==> src/design/lmbsd_pkg.sv <==
// ----------------------------------------------------------------------------
// lmbsd_pkg
// Shared types, codes and constants of the LED matrix scan driver.
// ----------------------------------------------------------------------------
package lmbsd_pkg;

   // Default geometry, handed to the top level as parameter defaults
   localparam int DEF_PANEL_COLUMNS  = 64;
   localparam int DEF_SCAN_ROW_PAIRS = 16;
   localparam int DEF_PLANE_COUNT    = 6;

   // Fixed field widths
   localparam int MODE_W       = 2;
   localparam int PIXEL_X_W    = 6;
   localparam int PIXEL_Y_W    = 5;
   localparam int LEVEL_W      = 8;
   localparam int RGB_W        = 3 * LEVEL_W;
   localparam int ROW_ADDR_W   = 5;
   localparam int BIT_SEL_W    = 3;
   localparam int BRIGHT_W     = 8;
   localparam int BASE_W       = 16;
   localparam int CSR_INDEX_W  = 2;
   localparam int CSR_DATA_W   = 16;
   localparam int REQ_DATA_W   = 40;
   localparam int RSP_DATA_W   = 16;

   // Register reset values
   localparam logic [BRIGHT_W-1:0] BRIGHT_RESET = 8'd255;
   localparam logic [BASE_W-1:0]   BASE_RESET   = 16'd250;

   // Exact unsigned division by 255 for dividends below 2**32
   localparam logic [31:0] DIV255_MAGIC = 32'h8080_8081;
   localparam int          DIV255_SHIFT = 39;

   // Cycles the lit-time pipeline needs after a register write
   localparam logic [1:0] SETTLE_CYCLES = 2'd2;

   typedef enum logic [MODE_W-1:0] {
      MODE_TICK  = 2'd0,
      MODE_WRITE = 2'd1,
      MODE_CLEAR = 2'd2
   } mode_type;

   typedef enum logic [CSR_INDEX_W-1:0] {
      CSR_BRIGHTNESS = 2'd0,
      CSR_BASE_TICKS = 2'd1,
      CSR_SWAP_GB    = 2'd2
   } csr_index_type;

   typedef enum logic [2:0] {
      PH_DATA   = 3'd0,
      PH_CLK_HI = 3'd1,
      PH_CLK_LO = 3'd2,
      PH_BLANK  = 3'd3,
      PH_LAT_HI = 3'd4,
      PH_LAT_LO = 3'd5,
      PH_LIT    = 3'd6
   } phase_type;

   // Pin controls of one tick, from the sequencer to the output stage
   typedef struct packed {
      logic                  data_en;
      logic                  shift_clock;
      logic                  latch;
      logic                  blank_n;
      logic                  frame_start;
      logic [ROW_ADDR_W-1:0] row_address;
      logic [BIT_SEL_W-1:0]  bit_sel;
   } scan_ctrl_type;

endpackage

==> src/design/lmbsd_scan_seq.sv <==
// ----------------------------------------------------------------------------
// lmbsd_scan_seq
// Refresh sequencer: column shift, blank, latch and lit phases per row pair
// and bit plane, with a pipelined lit-time calculation from the registers.
// ----------------------------------------------------------------------------
module lmbsd_scan_seq #(
   parameter int PANEL_COLUMNS  = lmbsd_pkg::DEF_PANEL_COLUMNS,
   parameter int SCAN_ROW_PAIRS = lmbsd_pkg::DEF_SCAN_ROW_PAIRS,
   parameter int PLANE_COUNT    = lmbsd_pkg::DEF_PLANE_COUNT
) (
   input  logic                              clock,
   input  logic                              reset,
   input  logic                              advance,
   input  logic [lmbsd_pkg::BRIGHT_W-1:0]    brightness,
   input  logic [lmbsd_pkg::BASE_W-1:0]      base_on_ticks,
   output logic [$clog2(SCAN_ROW_PAIRS)-1:0] cur_row,
   output logic [$clog2(PANEL_COLUMNS)-1:0]  cur_col,
   output lmbsd_pkg::scan_ctrl_type          ctrl
);

   localparam int COL_W   = $clog2(PANEL_COLUMNS);
   localparam int ROW_W   = $clog2(SCAN_ROW_PAIRS);
   localparam int PLANE_W = (PLANE_COUNT > 1) ? $clog2(PLANE_COUNT) : 1;
   localparam int PROD_W  = lmbsd_pkg::BASE_W + lmbsd_pkg::BRIGHT_W;
   localparam int NUM_W   = PROD_W + PLANE_COUNT - 1;
   localparam int LIT_W   = lmbsd_pkg::BASE_W + PLANE_COUNT - 1;
   localparam int BIT_BASE = 8 - PLANE_COUNT;

   localparam logic [COL_W-1:0]   COL_LAST   = COL_W'(PANEL_COLUMNS - 1);
   localparam logic [ROW_W-1:0]   ROW_LAST   = ROW_W'(SCAN_ROW_PAIRS - 1);
   localparam logic [PLANE_W-1:0] PLANE_LAST = PLANE_W'(PLANE_COUNT - 1);

   lmbsd_pkg::phase_type phase_ff, phase_in;
   logic [PLANE_W-1:0]   plane_ff, plane_in;
   logic [ROW_W-1:0]     row_ff, row_in;
   logic [COL_W-1:0]     col_ff, col_in;
   logic [LIT_W-1:0]     lit_cnt_ff, lit_cnt_in;
   logic [lmbsd_pkg::ROW_ADDR_W-1:0] row_hold_ff, row_hold_in;

   logic [PROD_W-1:0] prod_ff;
   logic [LIT_W-1:0]  lit_time_ff;
   logic [NUM_W-1:0]  lit_num;
   logic [63:0]       lit_scaled;

   // Lit time: (base << plane) * brightness / 255, two register stages
   assign lit_num    = NUM_W'(prod_ff) << plane_ff;
   assign lit_scaled = 64'(lit_num) * 64'(lmbsd_pkg::DIV255_MAGIC);

   always_ff @(posedge clock) begin
      prod_ff     <= PROD_W'(base_on_ticks) * PROD_W'(brightness);
      lit_time_ff <= LIT_W'(lit_scaled >> lmbsd_pkg::DIV255_SHIFT);
   end

   // Next state of the sequencer
   always_comb begin
      logic row_done;
      row_done    = 1'b0;
      phase_in    = phase_ff;
      plane_in    = plane_ff;
      row_in      = row_ff;
      col_in      = col_ff;
      lit_cnt_in  = lit_cnt_ff;
      row_hold_in = row_hold_ff;
      if (advance) begin
         unique case (phase_ff)
            lmbsd_pkg::PH_DATA: begin
               phase_in = lmbsd_pkg::PH_CLK_HI;
            end
            lmbsd_pkg::PH_CLK_HI: begin
               phase_in = lmbsd_pkg::PH_CLK_LO;
            end
            lmbsd_pkg::PH_CLK_LO: begin
               if (col_ff == COL_LAST) begin
                  col_in   = '0;
                  phase_in = lmbsd_pkg::PH_BLANK;
               end else begin
                  col_in   = col_ff + 1'b1;
                  phase_in = lmbsd_pkg::PH_DATA;
               end
            end
            lmbsd_pkg::PH_BLANK: begin
               row_hold_in = lmbsd_pkg::ROW_ADDR_W'(row_ff);
               phase_in    = lmbsd_pkg::PH_LAT_HI;
            end
            lmbsd_pkg::PH_LAT_HI: begin
               phase_in = lmbsd_pkg::PH_LAT_LO;
            end
            lmbsd_pkg::PH_LAT_LO: begin
               if (lit_time_ff == '0) begin
                  row_done = 1'b1;
               end else begin
                  lit_cnt_in = lit_time_ff;
                  phase_in   = lmbsd_pkg::PH_LIT;
               end
            end
            lmbsd_pkg::PH_LIT: begin
               if (lit_cnt_ff != '0) begin
                  lit_cnt_in = lit_cnt_ff - 1'b1;
               end
               if (lit_cnt_in == '0) begin
                  row_done = 1'b1;
               end
            end
            default: begin
               row_done = 1'b1;
            end
         endcase
         // Move on to the next row pair, and plane at the last one
         if (row_done) begin
            phase_in = lmbsd_pkg::PH_DATA;
            col_in   = '0;
            if (row_ff == ROW_LAST) begin
               row_in   = '0;
               plane_in = (plane_ff == PLANE_LAST) ? '0 : plane_ff + 1'b1;
            end else begin
               row_in = row_ff + 1'b1;
            end
         end
      end
   end

   // Pin controls of the current tick
   always_comb begin
      ctrl             = '0;
      ctrl.blank_n     = 1'b1;
      ctrl.frame_start = (plane_ff == '0) && (row_ff == '0) && (col_ff == '0) &&
                         (phase_ff == lmbsd_pkg::PH_DATA);
      ctrl.row_address = (phase_ff == lmbsd_pkg::PH_BLANK) ?
                         lmbsd_pkg::ROW_ADDR_W'(row_ff) : row_hold_ff;
      ctrl.bit_sel     = lmbsd_pkg::BIT_SEL_W'(BIT_BASE) +
                         lmbsd_pkg::BIT_SEL_W'(plane_ff);
      unique case (phase_ff)
         lmbsd_pkg::PH_DATA: begin
            ctrl.data_en = 1'b1;
         end
         lmbsd_pkg::PH_CLK_HI: begin
            ctrl.data_en     = 1'b1;
            ctrl.shift_clock = 1'b1;
         end
         lmbsd_pkg::PH_CLK_LO: begin
            ctrl.data_en = 1'b1;
         end
         lmbsd_pkg::PH_LAT_HI: begin
            ctrl.latch = 1'b1;
         end
         lmbsd_pkg::PH_LIT: begin
            ctrl.blank_n = 1'b0;
         end
         default: begin
            ctrl.data_en = 1'b0;
         end
      endcase
   end

   always_ff @(posedge clock) begin
      if (reset) begin
         phase_ff    <= lmbsd_pkg::PH_DATA;
         plane_ff    <= '0;
         row_ff      <= '0;
         col_ff      <= '0;
         lit_cnt_ff  <= '0;
         row_hold_ff <= '0;
      end else begin
         phase_ff    <= phase_in;
         plane_ff    <= plane_in;
         row_ff      <= row_in;
         col_ff      <= col_in;
         lit_cnt_ff  <= lit_cnt_in;
         row_hold_ff <= row_hold_in;
      end
   end

   assign cur_row = row_ff;
   assign cur_col = col_ff;

endmodule

==> config.mk <==
export PLATFORM = sky130hd
export DESIGN_NAME = lmbsd_scan_seq
export DESIGN_NICKNAME = d
export VERILOG_FILES = /design/src/design/lmbsd_pkg.sv /design/src/design/lmbsd_scan_seq.sv
export SDC_FILE = /design/constraint.sdc
export NUM_CORES = 1
export LEC_CHECK = 0
export ABC_AREA = 1
export BUFFER_PORTS_ARGS = -buffer_cell sky130_fd_sc_hd__buf_2
export CORE_UTILIZATION = 50
export CTS_CLUSTER_SIZE = 24
export DETAILED_ROUTE_END_ITERATION = 10
export PLACE_DENSITY = 0.78
export SYNTH_ARGS = -nofsm -noshare
export SYNTH_HDL_FRONTEND = slang
export SYNTH_SLANG_ARGS = --single-unit
==> constraint.sdc <==
create_clock -name clock -period 4.9 [get_ports clock]
set_input_delay 0.49 -clock clock [delete_from_list [all_inputs] [get_ports clock]]
set_output_delay 0.49 -clock clock [all_outputs]
set_load 0.01 [all_outputs]
Yosys cells after proc, flatten, opt, wreduce, memory -nomap -nowiden. Cells that the tools add are included. W data, S select, Z words.

$add $sub $neg: 5. Multiply operators: 2. Equality and inequality tests: 11. Shift-type cells: 1. Multiplexer cells: 23. Reduce and logical (&&, ||, !) cells: 20.

Operators with widths (number): $mux W21 (4); $mul A29 B32 Y60 const B (1); $logic_not A21 Y1 (2); $pmux W21 S2 (1); $shl A24 B3 Y29 (1); $mul A16 B8 Y24 (1); $reduce_bool A21 Y1 (1); $sub A21 B1 Y21 const B (1); $mux W6 (3); $pmux W3 S6 (1); $eq A3 B3 Y1 const B (4); $mux W3 (3); $reduce_and A3 Y1 (3); $mux W1 (7); $reduce_bool A7 Y1 (1); $add A6 B1 Y6 const B (1); $eq A3 B2 Y1 const B (2); $eq A6 B6 Y1 const B (1); $logic_not A3 Y1 (2); $logic_not A6 Y1 (1); $mux W5 (1); $reduce_or A5 Y1 (1); $add A4 B1 Y4 const B (1); $eq A4 B4 Y1 const B (1); 13 further kinds (17).

Flip-flop bits (word level): 87. Bits of input ports: 27. Output and inout port bits: 23.

Depth between registers and ports, before layout. Gate-level depths: netlist (run 1).

Depth in word-level cells: 10. Gate-level depth with buffers: 31. Gate-level depth less buffers: 29.

Worst setup path before layout (run 1). OpenSTA, ideal clock, no wires.

Path kind: reg2reg. From: reg plane_ff[0]. To: reg lit_time_ff[15]. Arrival time: 5.019 ns. Setup slack: -0.231 ns. Stages on the path, launching flop included: 27. Buffers on the path: 2. Cells stage by stage: dfxtp_1 > inv_1 > clkbuf_1 > buf_1 > nand2_1 > nand2_1 > o21ai_0 > o21ai_0 > ha_1 > fa_1 > inv_1 > fa_1 > inv_1 > fa_1 > ha_1 > fa_1 > ha_1 > nand2_1 > nand2_1 > a31oi_1 > o21bai_1 > nor2_1 > nor2_1 > a2111oi_0 > nand2_1 > nand2_1 > nand2_1.

Longest elaborated chain between the ends: 2.

RTL lines: start: declaration (line lmbsd_scan_seq.sv:34) `logic [PLANE_W-1:0] plane_ff, plane_in;`; start signal: assignment (line lmbsd_scan_seq.sv:165) `plane_ff <= plane_in;`; $shl A24 B3 Y29 (line lmbsd_scan_seq.sv:46) `assign lit_num = NUM_W'(prod_ff) << plane_ff;`; $mul A29 B32 Y60 (line lmbsd_scan_seq.sv:47) `assign lit_scaled = 64'(lit_num) * 64'(lmbsd_pkg::DIV255_MAGIC);`; named net lit_scaled[54] (line lmbsd_scan_seq.sv:43) `logic [63:0] lit_scaled;`; end signal: assignment (line lmbsd_scan_seq.sv:51) `lit_time_ff <= LIT_W'(lit_scaled >> lmbsd_pkg::DIV255_SHIFT);`; end: declaration (line lmbsd_scan_seq.sv:41) `logic [LIT_W-1:0] lit_time_ff;`.

The timed path passes the listed nets, and every way through them passes these cells. A chain may end at the register's enable or synchronous reset.

Final worst setup path (run 1).
From: reg plane_ff[0]. To: reg lit_time_ff[7].

Same word-level chain as after synthesis.

==> flow_summary.ini, run 1 <==
[floorplan]
fp.dieH_um = 173
initial_core_util = 0.507
row_cnt = 62
die_width_um = 173
core-area_um2 = 28700
die_area_um2 = 29800
boundaryPins = 50

[worst_setup_path]
crit_path_start = plane_ff[0]
cp_data_arrival_time_ps = 5300
setup.worst_path.class = flop to flop
worst_ep_required_time_ps = 5140
peak_per_stage_delay_on_the_critical_path_ps = 600
cp-start-kind = flop
reg2reg_from = plane_ff[0]
critical_path.n_buffers_inverters = 6
crit_slowest_cell = sky130_fd_sc_hd__fa_2
critical_path.top_delay_family = adder cells
critical_path.cell_chain = buf_4 > nand2_1 > buf_4 > o22ai_2 > ha_1 > fa_2 > fa_1 > ha_1 > ha_1 > ha_4 > buf_4 > nand2_1 > nor2_2 > inv_2 > nor2_1 > inv_1 > nor3_1 > buf_4 > a221oi_1 > nand2_2 > xor2_1
cpMostUsedCell = sky130_fd_sc_hd__buf_4
timing.critical_path.to_type = flop
crit_path_max_fanout = 10

[timing]
layout_min_cycle_time_ps = 5050
unrepaired_setup_endpoints_after_global_routing = true
postLayoutSetupSlackWorst_ps = -151
max-slew-margin-rel = 0.550
timing_max_transition_violations_final = 0
finalHoldViolCount = 0
worstMarginPinSlew_ps = 674
period_share = 1.03
clock-skew-final_ps = 8.79
setup_viol_count_final = 12
fmaxAchievable_mhz = 198

[global_route]
gr-total-overflow = 0
grt_pass1_vias = 14488
track_usage = 0.280
number_of_antenna_violations_at_the_first_check_in_global_routing = 0
grt_pass1_wl_um = 68500
grt_start_max_net_pins = 38

[synthesis]
flip_flop_and_latch_count_after_synthesis = 87
ys.flop_type = sky130_fd_sc_hd__dfxtp_1
synth-warning-count = 0
synth_area_um2 = 14600
synth-edff-count = 0
yosysSeqAreaShare = 0.120
synth_fp_nets = 2480
async_flop_share = 0
synth.distinct_cells = 46
post_synth_inst_count = 2083
syn-mean-instance-area_um2 = 6.99

[drt]
final_antenna_net_count = 0
detailed_route_via_count = 15039
detailedRoute.firstIterationViolations = 1228
total_wire_length_after_detailed_routing_um = 47100
post_drt_via_cell_ratio = 5.65
drt_first_pass_iters = 5
drc_errors = 0
wl_per_cell_um = 17.7

[job]
cap_violations = 0

[clock_tree]
worstSkewPairLatency_ps = 360
clock-sinks = 87
hold_buffers = 0
clk_root_buffer_cell = sky130_fd_sc_hd__clkbuf_16
ctsLongestPathBuffers = 2
cts_tree = built
htree_num_levels = 3
worst_setup_hold_path_clk_slew_ps = 70
cts_made_buffers = 9

[worst_hold_path]
worst_hold_path_type = flop to flop
worst_hold_startpoint = row_hold_ff[0]

[run_status]
failed_checks = negative setup slack
run_status = complete, but fails checks

[final_layout]
antenna-diode-count = 0
finalNonFillerCells = 2660
final_layout_size_suffix_gt1_frac = 0.214
area_delta_synth_final_pct = 24.5
most_frequent_cells_in_the_layout = sky130_fd_sc_hd__nand2_1 (458), sky130_fd_sc_hd__inv_1 (358), sky130_fd_sc_hd__ha_1 (193), sky130_fd_sc_hd__buf_4 (188), sky130_fd_sc_hd__nor2_1 (154)
final_net_count = 2668
layout.cells.most_common = sky130_fd_sc_hd__nand2_1
fillCellCount = 2312

[place]
post-dp-hpwl_um = 34000
buffer_ports.inserted = 49
gp_congestion = 1.03
placed_cells_incl_taps = 2621
post-place-ws_ps = -446
[sequential cells by signal (all words and copies together), names as in the netlist]
signal	cells
row_hold_ff	5
cur_col	6
phase_ff	3
lit_time_ff	21
plane_ff	3
cur_row	4
prod_ff	24
lit_cnt_ff	21
[routing by layer]
metal  up-vias  track usage  share of wire
met4         0        0.121          0.063
met3       203       0.0394          0.066
li1       7070            -              -
met5         -            0              0
met2       689        0.500           0.49
met1      7077        0.335           0.38
[cells by family after synthesis]
logic type	after synthesis	share of synthesized area
DFF	87	0.120
AOI/OAI and AO/OA	321	0.126
xor gates and xnor gates	40	0.0241
buffers and inverters	436	0.114
and+or+nand+nor	825	0.235
muxes	4	0.00275
adders and majority gates	370	0.379
[synthesized netlist by cell type (5+ instances only)]
master                     instances  share of area
sky130_fd_sc_hd__o21ai_0         108          0.037
sky130_fd_sc_hd__o21bai_1          8         0.0041
sky130_fd_sc_hd__inv_1           368          0.095
sky130_fd_sc_hd__dfxtp_1          87           0.12
sky130_fd_sc_hd__nor2_2            8         0.0034
sky130_fd_sc_hd__xor2_1           32          0.019
sky130_fd_sc_hd__o21ai_1           7         0.0024
sky130_fd_sc_hd__ha_1            252           0.22
sky130_fd_sc_hd__nand4_1          23         0.0099
sky130_fd_sc_hd__fa_1            118           0.16
sky130_fd_sc_hd__nor4_1            7         0.0030
sky130_fd_sc_hd__xnor2_1           8         0.0048
sky130_fd_sc_hd__a221oi_1         21          0.013
sky130_fd_sc_hd__a21o_1            5         0.0026
sky130_fd_sc_hd__buf_1             7         0.0018
sky130_fd_sc_hd__clkbuf_1         52          0.013
sky130_fd_sc_hd__nor3_1           13         0.0045
sky130_fd_sc_hd__nand2_1         481           0.12
sky130_fd_sc_hd__a21boi_0          5         0.0026
sky130_fd_sc_hd__nor2_1          182          0.047
sky130_fd_sc_hd__o21a_1           14         0.0072
sky130_fd_sc_hd__a31oi_1          11         0.0047
sky130_fd_sc_hd__nand3_1          89          0.031
sky130_fd_sc_hd__o211ai_1          7         0.0036
sky130_fd_sc_hd__a21oi_1         124          0.043
[stage by stage]
| step | cell area [um2] | util | TNS, ps | hold WS, ps |
|---|---|---|---|---|
| 2_1_floorplan | 14600 | - | 0 | 444 |
| 3_3_place_gp | 16300 | 0.568 | -5160 | 453 |
| 3_5_place_dp | 16300 | 0.568 | -6130 | 463 |
| 4_1_cts | 17100 | 0.595 | -0.234 | 473 |
| 5_1_grt | 18100 | 0.632 | -5100 | 492 |
| 6_report | 18100 | 0.632 | -1010 | 472 |
[tightest hold or removal path: cells and delay by family (launching register included)]
kind               cells  cell delay, ps
DFF                    1             310
and+or+nand+nor        1              60
AOI/OAI and AO/OA      1              60
[worst paths after layout]
kind / end / slack, ps / depth (start not counted)
setup / recovery: lit_time_ff[7] / -150 / 21
hold / removal: row_hold_ff[0] / 470 / 2
setup reg to reg: lit_time_ff[7] / -150 / 21
hold reg to reg: row_hold_ff[0] / 470 / 2
[timing repair]
item,in CTS,in global routing
cloned,1,1
endpoints found under the setup margin,21,21
setup buffers,9,12
resized for setup,102,191
pin swaps,16,52
[final cells by class]
type / count / area [um2] / area share
multi-input cells: 1560 / 12400 / 0.685
repair buffers: 244 / 1760 / 0.0971
clock inverters: 7 / 103 / 0.00566
inverters: 369 / 1400 / 0.0770
clock buffers: 9 / 225 / 0.0124
well taps: 384 / 480 / 0.0265
flip-flops and latches: 87 / 1750 / 0.0962
Power of run 1 is not shown: default switching activity piles up to over one toggle a cycle in this logic, so the estimate is an artifact.
==> run 2: changes to the inputs <==
ABC_AREA = unset   (was 1)
CORE_MARGIN = 2   (was unset)
==> run 2 against run 1 <==
Against the previous run:
- the run still ends with negative setup slack left
- register-to-register slack lost 550 ps
- via count shrank 25%
- wire length shrank 29%
- critical endpoint is now lit_time_ff[11]
==> flow_summary.ini, run 2 <==
[global_route]
globalRoute.busiestLayer = met2
gr-total-overflow = 0
number_of_antenna_violations_at_the_first_check_in_global_routing = 0
grt_pass1_vias = 11710
track_usage = 0.244
met1_demand_to_capacity_share_in_global_routing = 0.294
grt_start_max_net_pins = 49
grt_pass1_wl_um = 53800
grt_util_met3 = 0.0215
grt_use_met2 = 0.452

[final_layout]
reg_with_most_ffs = prod_ff
finalNonFillerCells = 2006
fin_util = 0.627
final_layout_size_suffix_gt1_frac = 0.239
area_delta_synth_final_pct = 23.1
total_area_of_sequential_cells_um2 = 1750
multiInputGateArea_um2 = 10800
largest_registers = prod_ff: 24 flops, lit_cnt_ff: 21 flops, lit_time_ff: 21 flops
most_frequent_cells_in_the_layout = sky130_fd_sc_hd__ha_1 (237), sky130_fd_sc_hd__buf_4 (193), sky130_fd_sc_hd__inv_1 (169), sky130_fd_sc_hd__nand2_1 (150), sky130_fd_sc_hd__fa_1 (112)
fillCellCount = 1979
final_net_count = 2068
layout.cells.most_common = sky130_fd_sc_hd__ha_1
largest_reg_flops = 24
antenna-diode-count = 0

[drt]
total_wire_length_after_detailed_routing_um = 33200
drc_errors = 0
final_antenna_net_count = 0
drt_first_pass_iters = 5
wl_per_cell_um = 16.6
post_drt_via_cell_ratio = 5.64
detailedRoute.firstIterationViolations = 609
detailed_route_via_count = 11317

[run_status]
run_status = complete, but fails checks
failed_checks = negative setup slack

[worst_hold_path]
worst_hold_startpoint = brightness[0]
hold_path_depth = 2
worst_hold_path_type = input port to flop
worst_hold_path.endpoint = prod_ff[0]

[place]
post-dp-hpwl_um = 25800
placed_cells_incl_taps = 1974
gp_congestion = 0.970
buffer_ports.inserted = 49

[synthesis]
top_cells_by_instance_count_after_synthesis = sky130_fd_sc_hd__ha_1 (252), sky130_fd_sc_hd__inv_1 (173), sky130_fd_sc_hd__nand2_1 (154)
synth-warning-count = 0
netlist.top_cell.by_area = sky130_fd_sc_hd__ha_1
async_flop_share = 0
ys.flop_type = sky130_fd_sc_hd__dfxtp_1
netlist.area_leader.share = 0.246
synth-edff-count = 0
syn-mean-instance-area_um2 = 8.83
synth.distinct_cells = 74
synth_area_um2 = 12800
post_synth_inst_count = 1452
yosysSeqAreaShare = 0.136
synth.most_common_cell = sky130_fd_sc_hd__ha_1
flip_flop_and_latch_count_after_synthesis = 87
synth_fp_nets = 1849
post_synth_main_area_contributors = sky130_fd_sc_hd__ha_1 (25%), sky130_fd_sc_hd__fa_1 (18%), sky130_fd_sc_hd__dfxtp_1 (14%)

[worst_setup_path]
worst_ep_required_time_ps = 5130
cp_data_arrival_time_ps = 5840
ff2ff_setup_slack_ps = -710
cp-start-kind = flop
crit_path_max_fanout = 5
setup.worst_path.class = flop to flop
reg2reg_to = lit_time_ff[11]
timing.critical_path.to_type = flop
reg2reg_from = plane_ff[1]
r2r.worst_path.cells = 26

[floorplan]
die_area_um2 = 26900
die_width_um = 164
core-area_um2 = 25200
initial_core_util = 0.509
fp.dieH_um = 164
boundaryPins = 50
row_cnt = 58

[timing]
setup_viol_count_final = 21
postLayoutSetupSlackWorst_ps = -706
period_share = 1.14
max-slew-margin-rel = 0.358
timing_max_transition_violations_final = 0
fmaxAchievable_mhz = 178
finalHoldViolCount = 0
layout_min_cycle_time_ps = 5610
clock-skew-final_ps = 9.83
worstMarginPinSlew_ps = 955
unrepaired_setup_endpoints_after_global_routing = true
timing.setup.tns_ps = -12290
fin_worst_hold_slack_ps = 489

[clock_tree]
ctsLongestPathBuffers = 2
worstSkewPairLatency_ps = 350
cts_made_buffers = 9
worst_setup_hold_path_clk_slew_ps = 60
clock-sinks = 87
cts_tree = built
htree_num_levels = 3
clk_root_buffer_cell = sky130_fd_sc_hd__clkbuf_16
hold_buffers = 0

[job]
cap_violations = 0
## run 2: logic make-up after synthesis
family / after synthesis / synth area share
AOI/OAI and AO/OA: 257 / 0.128
xor gates and xnor gates: 41 / 0.0280
adders and majority gates: 370 / 0.430
buffers and inverters: 219 / 0.0701
DFF: 87 / 0.136
muxes: 47 / 0.0414
and+or+nand+nor: 431 / 0.167
## run 2: what timing repair did
| item | CTS | global route |
|---|---|---|
| setup endpoints to repair | 21 | 23 |
| hold endpoints to repair | 0 | 0 |
| pin swaps | 29 | 36 |
| cloned | 0 | 0 |
| buffers inserted | 11 | 7 |
| resized for setup | 60 | 73 |
## run 2: how the worst max path moves through the flow
stage,from,to,depth (start not counted)
6_report,plane_ff[1],lit_time_ff[11],26
5_1_grt,plane_ff[1],lit_time_ff[12],23
4_1_cts,plane_ff[1],lit_time_ff[16],20
3_5_place_dp,plane_ff[1],lit_time_ff[16],23
3_3_place_gp,plane_ff[1],lit_time_ff[16],23
2_1_floorplan,plane_ff[1],lit_time_ff[16],23
## run 2: stage by stage
step                setup slack [ps]  area (um2)
floorplan                       -413       13000
global placement                -568       14800
detailed placement              -776       14800
CTS                             -616       15400
global route                    -841       15800
finish                          -706       15800
## run 2: worst max-delay path, stage by stage (launching register included)
cell and delay, ps:
sky130_fd_sc_hd__dfxtp_4 400, sky130_fd_sc_hd__buf_6 110, sky130_fd_sc_hd__buf_6 110, sky130_fd_sc_hd__mux2i_4 230, sky130_fd_sc_hd__nand2_1 80, sky130_fd_sc_hd__o21ai_2 120, sky130_fd_sc_hd__mux2i_2 130, sky130_fd_sc_hd__ha_2 220
sky130_fd_sc_hd__fa_2 540, sky130_fd_sc_hd__inv_2 40, sky130_fd_sc_hd__fa_2 330, sky130_fd_sc_hd__inv_2 70, sky130_fd_sc_hd__fa_2 450, sky130_fd_sc_hd__ha_4 180, sky130_fd_sc_hd__fa_1 490, sky130_fd_sc_hd__ha_4 320
sky130_fd_sc_hd__nand4_1 130, sky130_fd_sc_hd__buf_4 180, sky130_fd_sc_hd__nor4_4 160, sky130_fd_sc_hd__and2_1 180, sky130_fd_sc_hd__a32o_2 180, sky130_fd_sc_hd__o21ai_4 80, sky130_fd_sc_hd__o21ai_4 200, sky130_fd_sc_hd__buf_6 160
sky130_fd_sc_hd__buf_6 130, sky130_fd_sc_hd__a31oi_4 90, sky130_fd_sc_hd__xnor2_2 160
## run 2: final cells by class
cell class	instances	share of cell area
repair buffers	252	0.116
clock inverters	5	0.00404
multi-input cells	1146	0.686
flip-flops and latches	87	0.111
clock buffers	11	0.0160
well taps	330	0.0262
inverters	175	0.0418
## run 2: layer usage
layer	up-vias	wire, um
li1	5453	-
met5	-	0
met4	0	944
met1	5463	13900
met3	87	1240
met2	314	17200
Power of run 2 is left out for the same reason.
==> run 3: changes to the inputs <==
BUFFER_PORTS_ARGS = -buffer_cell sky130_fd_sc_hd__buf_4   (was -buffer_cell sky130_fd_sc_hd__buf_2)
CORE_MARGIN = 3   (was 2)
==> run 3 against run 2 <==
Against the previous run:
- the flow still finishes with violations (negative setup slack)
- critical path depth decreased by 3
- global-route usage decreased by 1.1 points
- utilization increased by 1.2 points
- worst hold slack got worse by 39 ps
- critical endpoint is now lit_time_ff[14]
- non-clock buffer count decreased by 3
- first-iteration DRC count increased by 5.1%
- wire length decreased by 2.6%
==> flow_summary.ini, run 3 (same netlist as run 2, synthesis figures left out) <==
[run_status]
run_status = complete, but fails checks
failed_checks = negative setup slack

[timing]
max-slew-margin-rel = 0.478
timing_max_transition_violations_final = 0
timing.setup.tns_ps = -10780
setup_viol_count_final = 21
layout_min_cycle_time_ps = 5560
clock-skew-final_ps = 8.49
period_share = 1.13
worstMarginPinSlew_ps = 775
postLayoutSetupSlackWorst_ps = -655
fmaxAchievable_mhz = 180
finalHoldViolCount = 0
unrepaired_setup_endpoints_after_global_routing = true

[clock_tree]
hold_buffers = 0
cts_made_buffers = 9
worstSkewPairLatency_ps = 350
htree_num_levels = 3
worst_setup_hold_path_clk_slew_ps = 60
clock-sinks = 87
ctsLongestPathBuffers = 2
cts_tree = built
clk_root_buffer_cell = sky130_fd_sc_hd__clkbuf_16

[drt]
detailedRoute.firstIterationViolations = 640
post_drt_via_cell_ratio = 5.64
drt_first_pass_iters = 5
wl_per_cell_um = 16.2
total_wire_length_after_detailed_routing_um = 32400
final_antenna_net_count = 0
drc_errors = 0
detailed_route_via_count = 11263

[worst_setup_path]
cp-start-kind = flop
setup.worst_path.class = flop to flop
reg2reg_from = plane_ff[1]
crit_path_start = plane_ff[1]
worst_ep_required_time_ps = 5180
timing.critical_path.to_type = flop
ff2ff_setup_slack_ps = -660
crit_path_max_fanout = 8
cp_data_arrival_time_ps = 5830

[global_route]
number_of_antenna_violations_at_the_first_check_in_global_routing = 0
grt_pass1_wl_um = 54800
gr-total-overflow = 0
grt_pass1_vias = 11686
grt_start_max_net_pins = 49
track_usage = 0.233

[floorplan]
initial_core_util = 0.518
boundaryPins = 50
die_area_um2 = 27600
fp.dieH_um = 166
die_width_um = 166
core-area_um2 = 24700
row_cnt = 57

[worst_hold_path]
worst_hold_startpoint = brightness[0]
worst_hold_path_type = input port to flop

[final_layout]
area_delta_synth_final_pct = 23.3
largest_registers = prod_ff: 24 flops, lit_cnt_ff: 21 flops, lit_time_ff: 21 flops
layout.cells.most_common = sky130_fd_sc_hd__buf_4
reg_with_most_ffs = prod_ff
antenna-diode-count = 0
most_frequent_cells_in_the_layout = sky130_fd_sc_hd__buf_4 (240), sky130_fd_sc_hd__ha_1 (235), sky130_fd_sc_hd__inv_1 (169), sky130_fd_sc_hd__nand2_1 (153), sky130_fd_sc_hd__fa_1 (111)
final_net_count = 2065
largest_reg_flops = 24
final_layout_size_suffix_gt1_frac = 0.230

[place]
gp_congestion = 0.969
buffer_ports.inserted = 49
post-place-ws_ps = -709
post-dp-hpwl_um = 25500

[job]
cap_violations = 0
## run 3: layout make-up
cell class	instances	area [um2]
Inverter	175	658
Clock inverter	4	53.8
Multi-Input combinational cell	1146	10800
Timing Repair Buffer	249	1910
Sequential cell	87	1750
Fill cell	1888	8930
Tap cell	324	405
Clock buffer	11	243
## run 3: worst paths after layout
check | end | cells after the start
max reg2reg | lit_time_ff[14] | 23
max | lit_time_ff[14] | 23
min | prod_ff[0] | 2
min reg2reg | row_hold_ff[4] | 1
## run 3: repair_timing
| action | 4_1_cts | 5_1_grt |
|---|---|---|
| endpoints found under the setup margin | 21 | 23 |
| buffers inserted | 16 | 2 |
| resized for setup | 85 | 32 |
| pin swaps | 40 | 24 |
## run 3: worst max-delay path, stage by stage, from the launching register on
cell                       delay (ps)
sky130_fd_sc_hd__dfxtp_4          410
sky130_fd_sc_hd__buf_8            150
sky130_fd_sc_hd__mux2_4           320
sky130_fd_sc_hd__mux2i_2          170
sky130_fd_sc_hd__mux2i_1          120
sky130_fd_sc_hd__ha_2             200
sky130_fd_sc_hd__fa_2             530
sky130_fd_sc_hd__inv_2             40
sky130_fd_sc_hd__fa_2             330
sky130_fd_sc_hd__inv_2             70
sky130_fd_sc_hd__fa_2             450
sky130_fd_sc_hd__ha_4             180
sky130_fd_sc_hd__fa_1             580
sky130_fd_sc_hd__ha_4             220
sky130_fd_sc_hd__a221oi_2         230
sky130_fd_sc_hd__o21ai_1          120
sky130_fd_sc_hd__a211oi_2         200
sky130_fd_sc_hd__o211ai_1         150
sky130_fd_sc_hd__o21ai_4          260
sky130_fd_sc_hd__o21ai_4          110
sky130_fd_sc_hd__buf_4            150
sky130_fd_sc_hd__a21o_1           200
sky130_fd_sc_hd__a21oi_2          140
sky130_fd_sc_hd__xnor2_1          130
## run 3: metal layers
metal | track usage | vias up | part of all wire
met2 | 0.423 | 315 | 0.50
met5 | 0 | - | 0
met4 | 0.0767 | 0 | 0.031
met3 | 0.0290 | 84 | 0.044
met1 | 0.287 | 5427 | 0.42
li1 | - | 5437 | -
## run 3: through the flow
step | area [um2] | utilization | hold slack [ps] | std cells
detailed placement | 14900 | 0.600 | 481 | 1966
floorplan | 13000 | - | 454 | 1452
finish | 15800 | 0.639 | 450 | 1996
CTS | 15700 | 0.632 | 440 | 1995
global route | 15800 | 0.639 | 459 | 1996
global placement | 14900 | 0.600 | 464 | 1966
Power of run 3 is left out for the same reason.
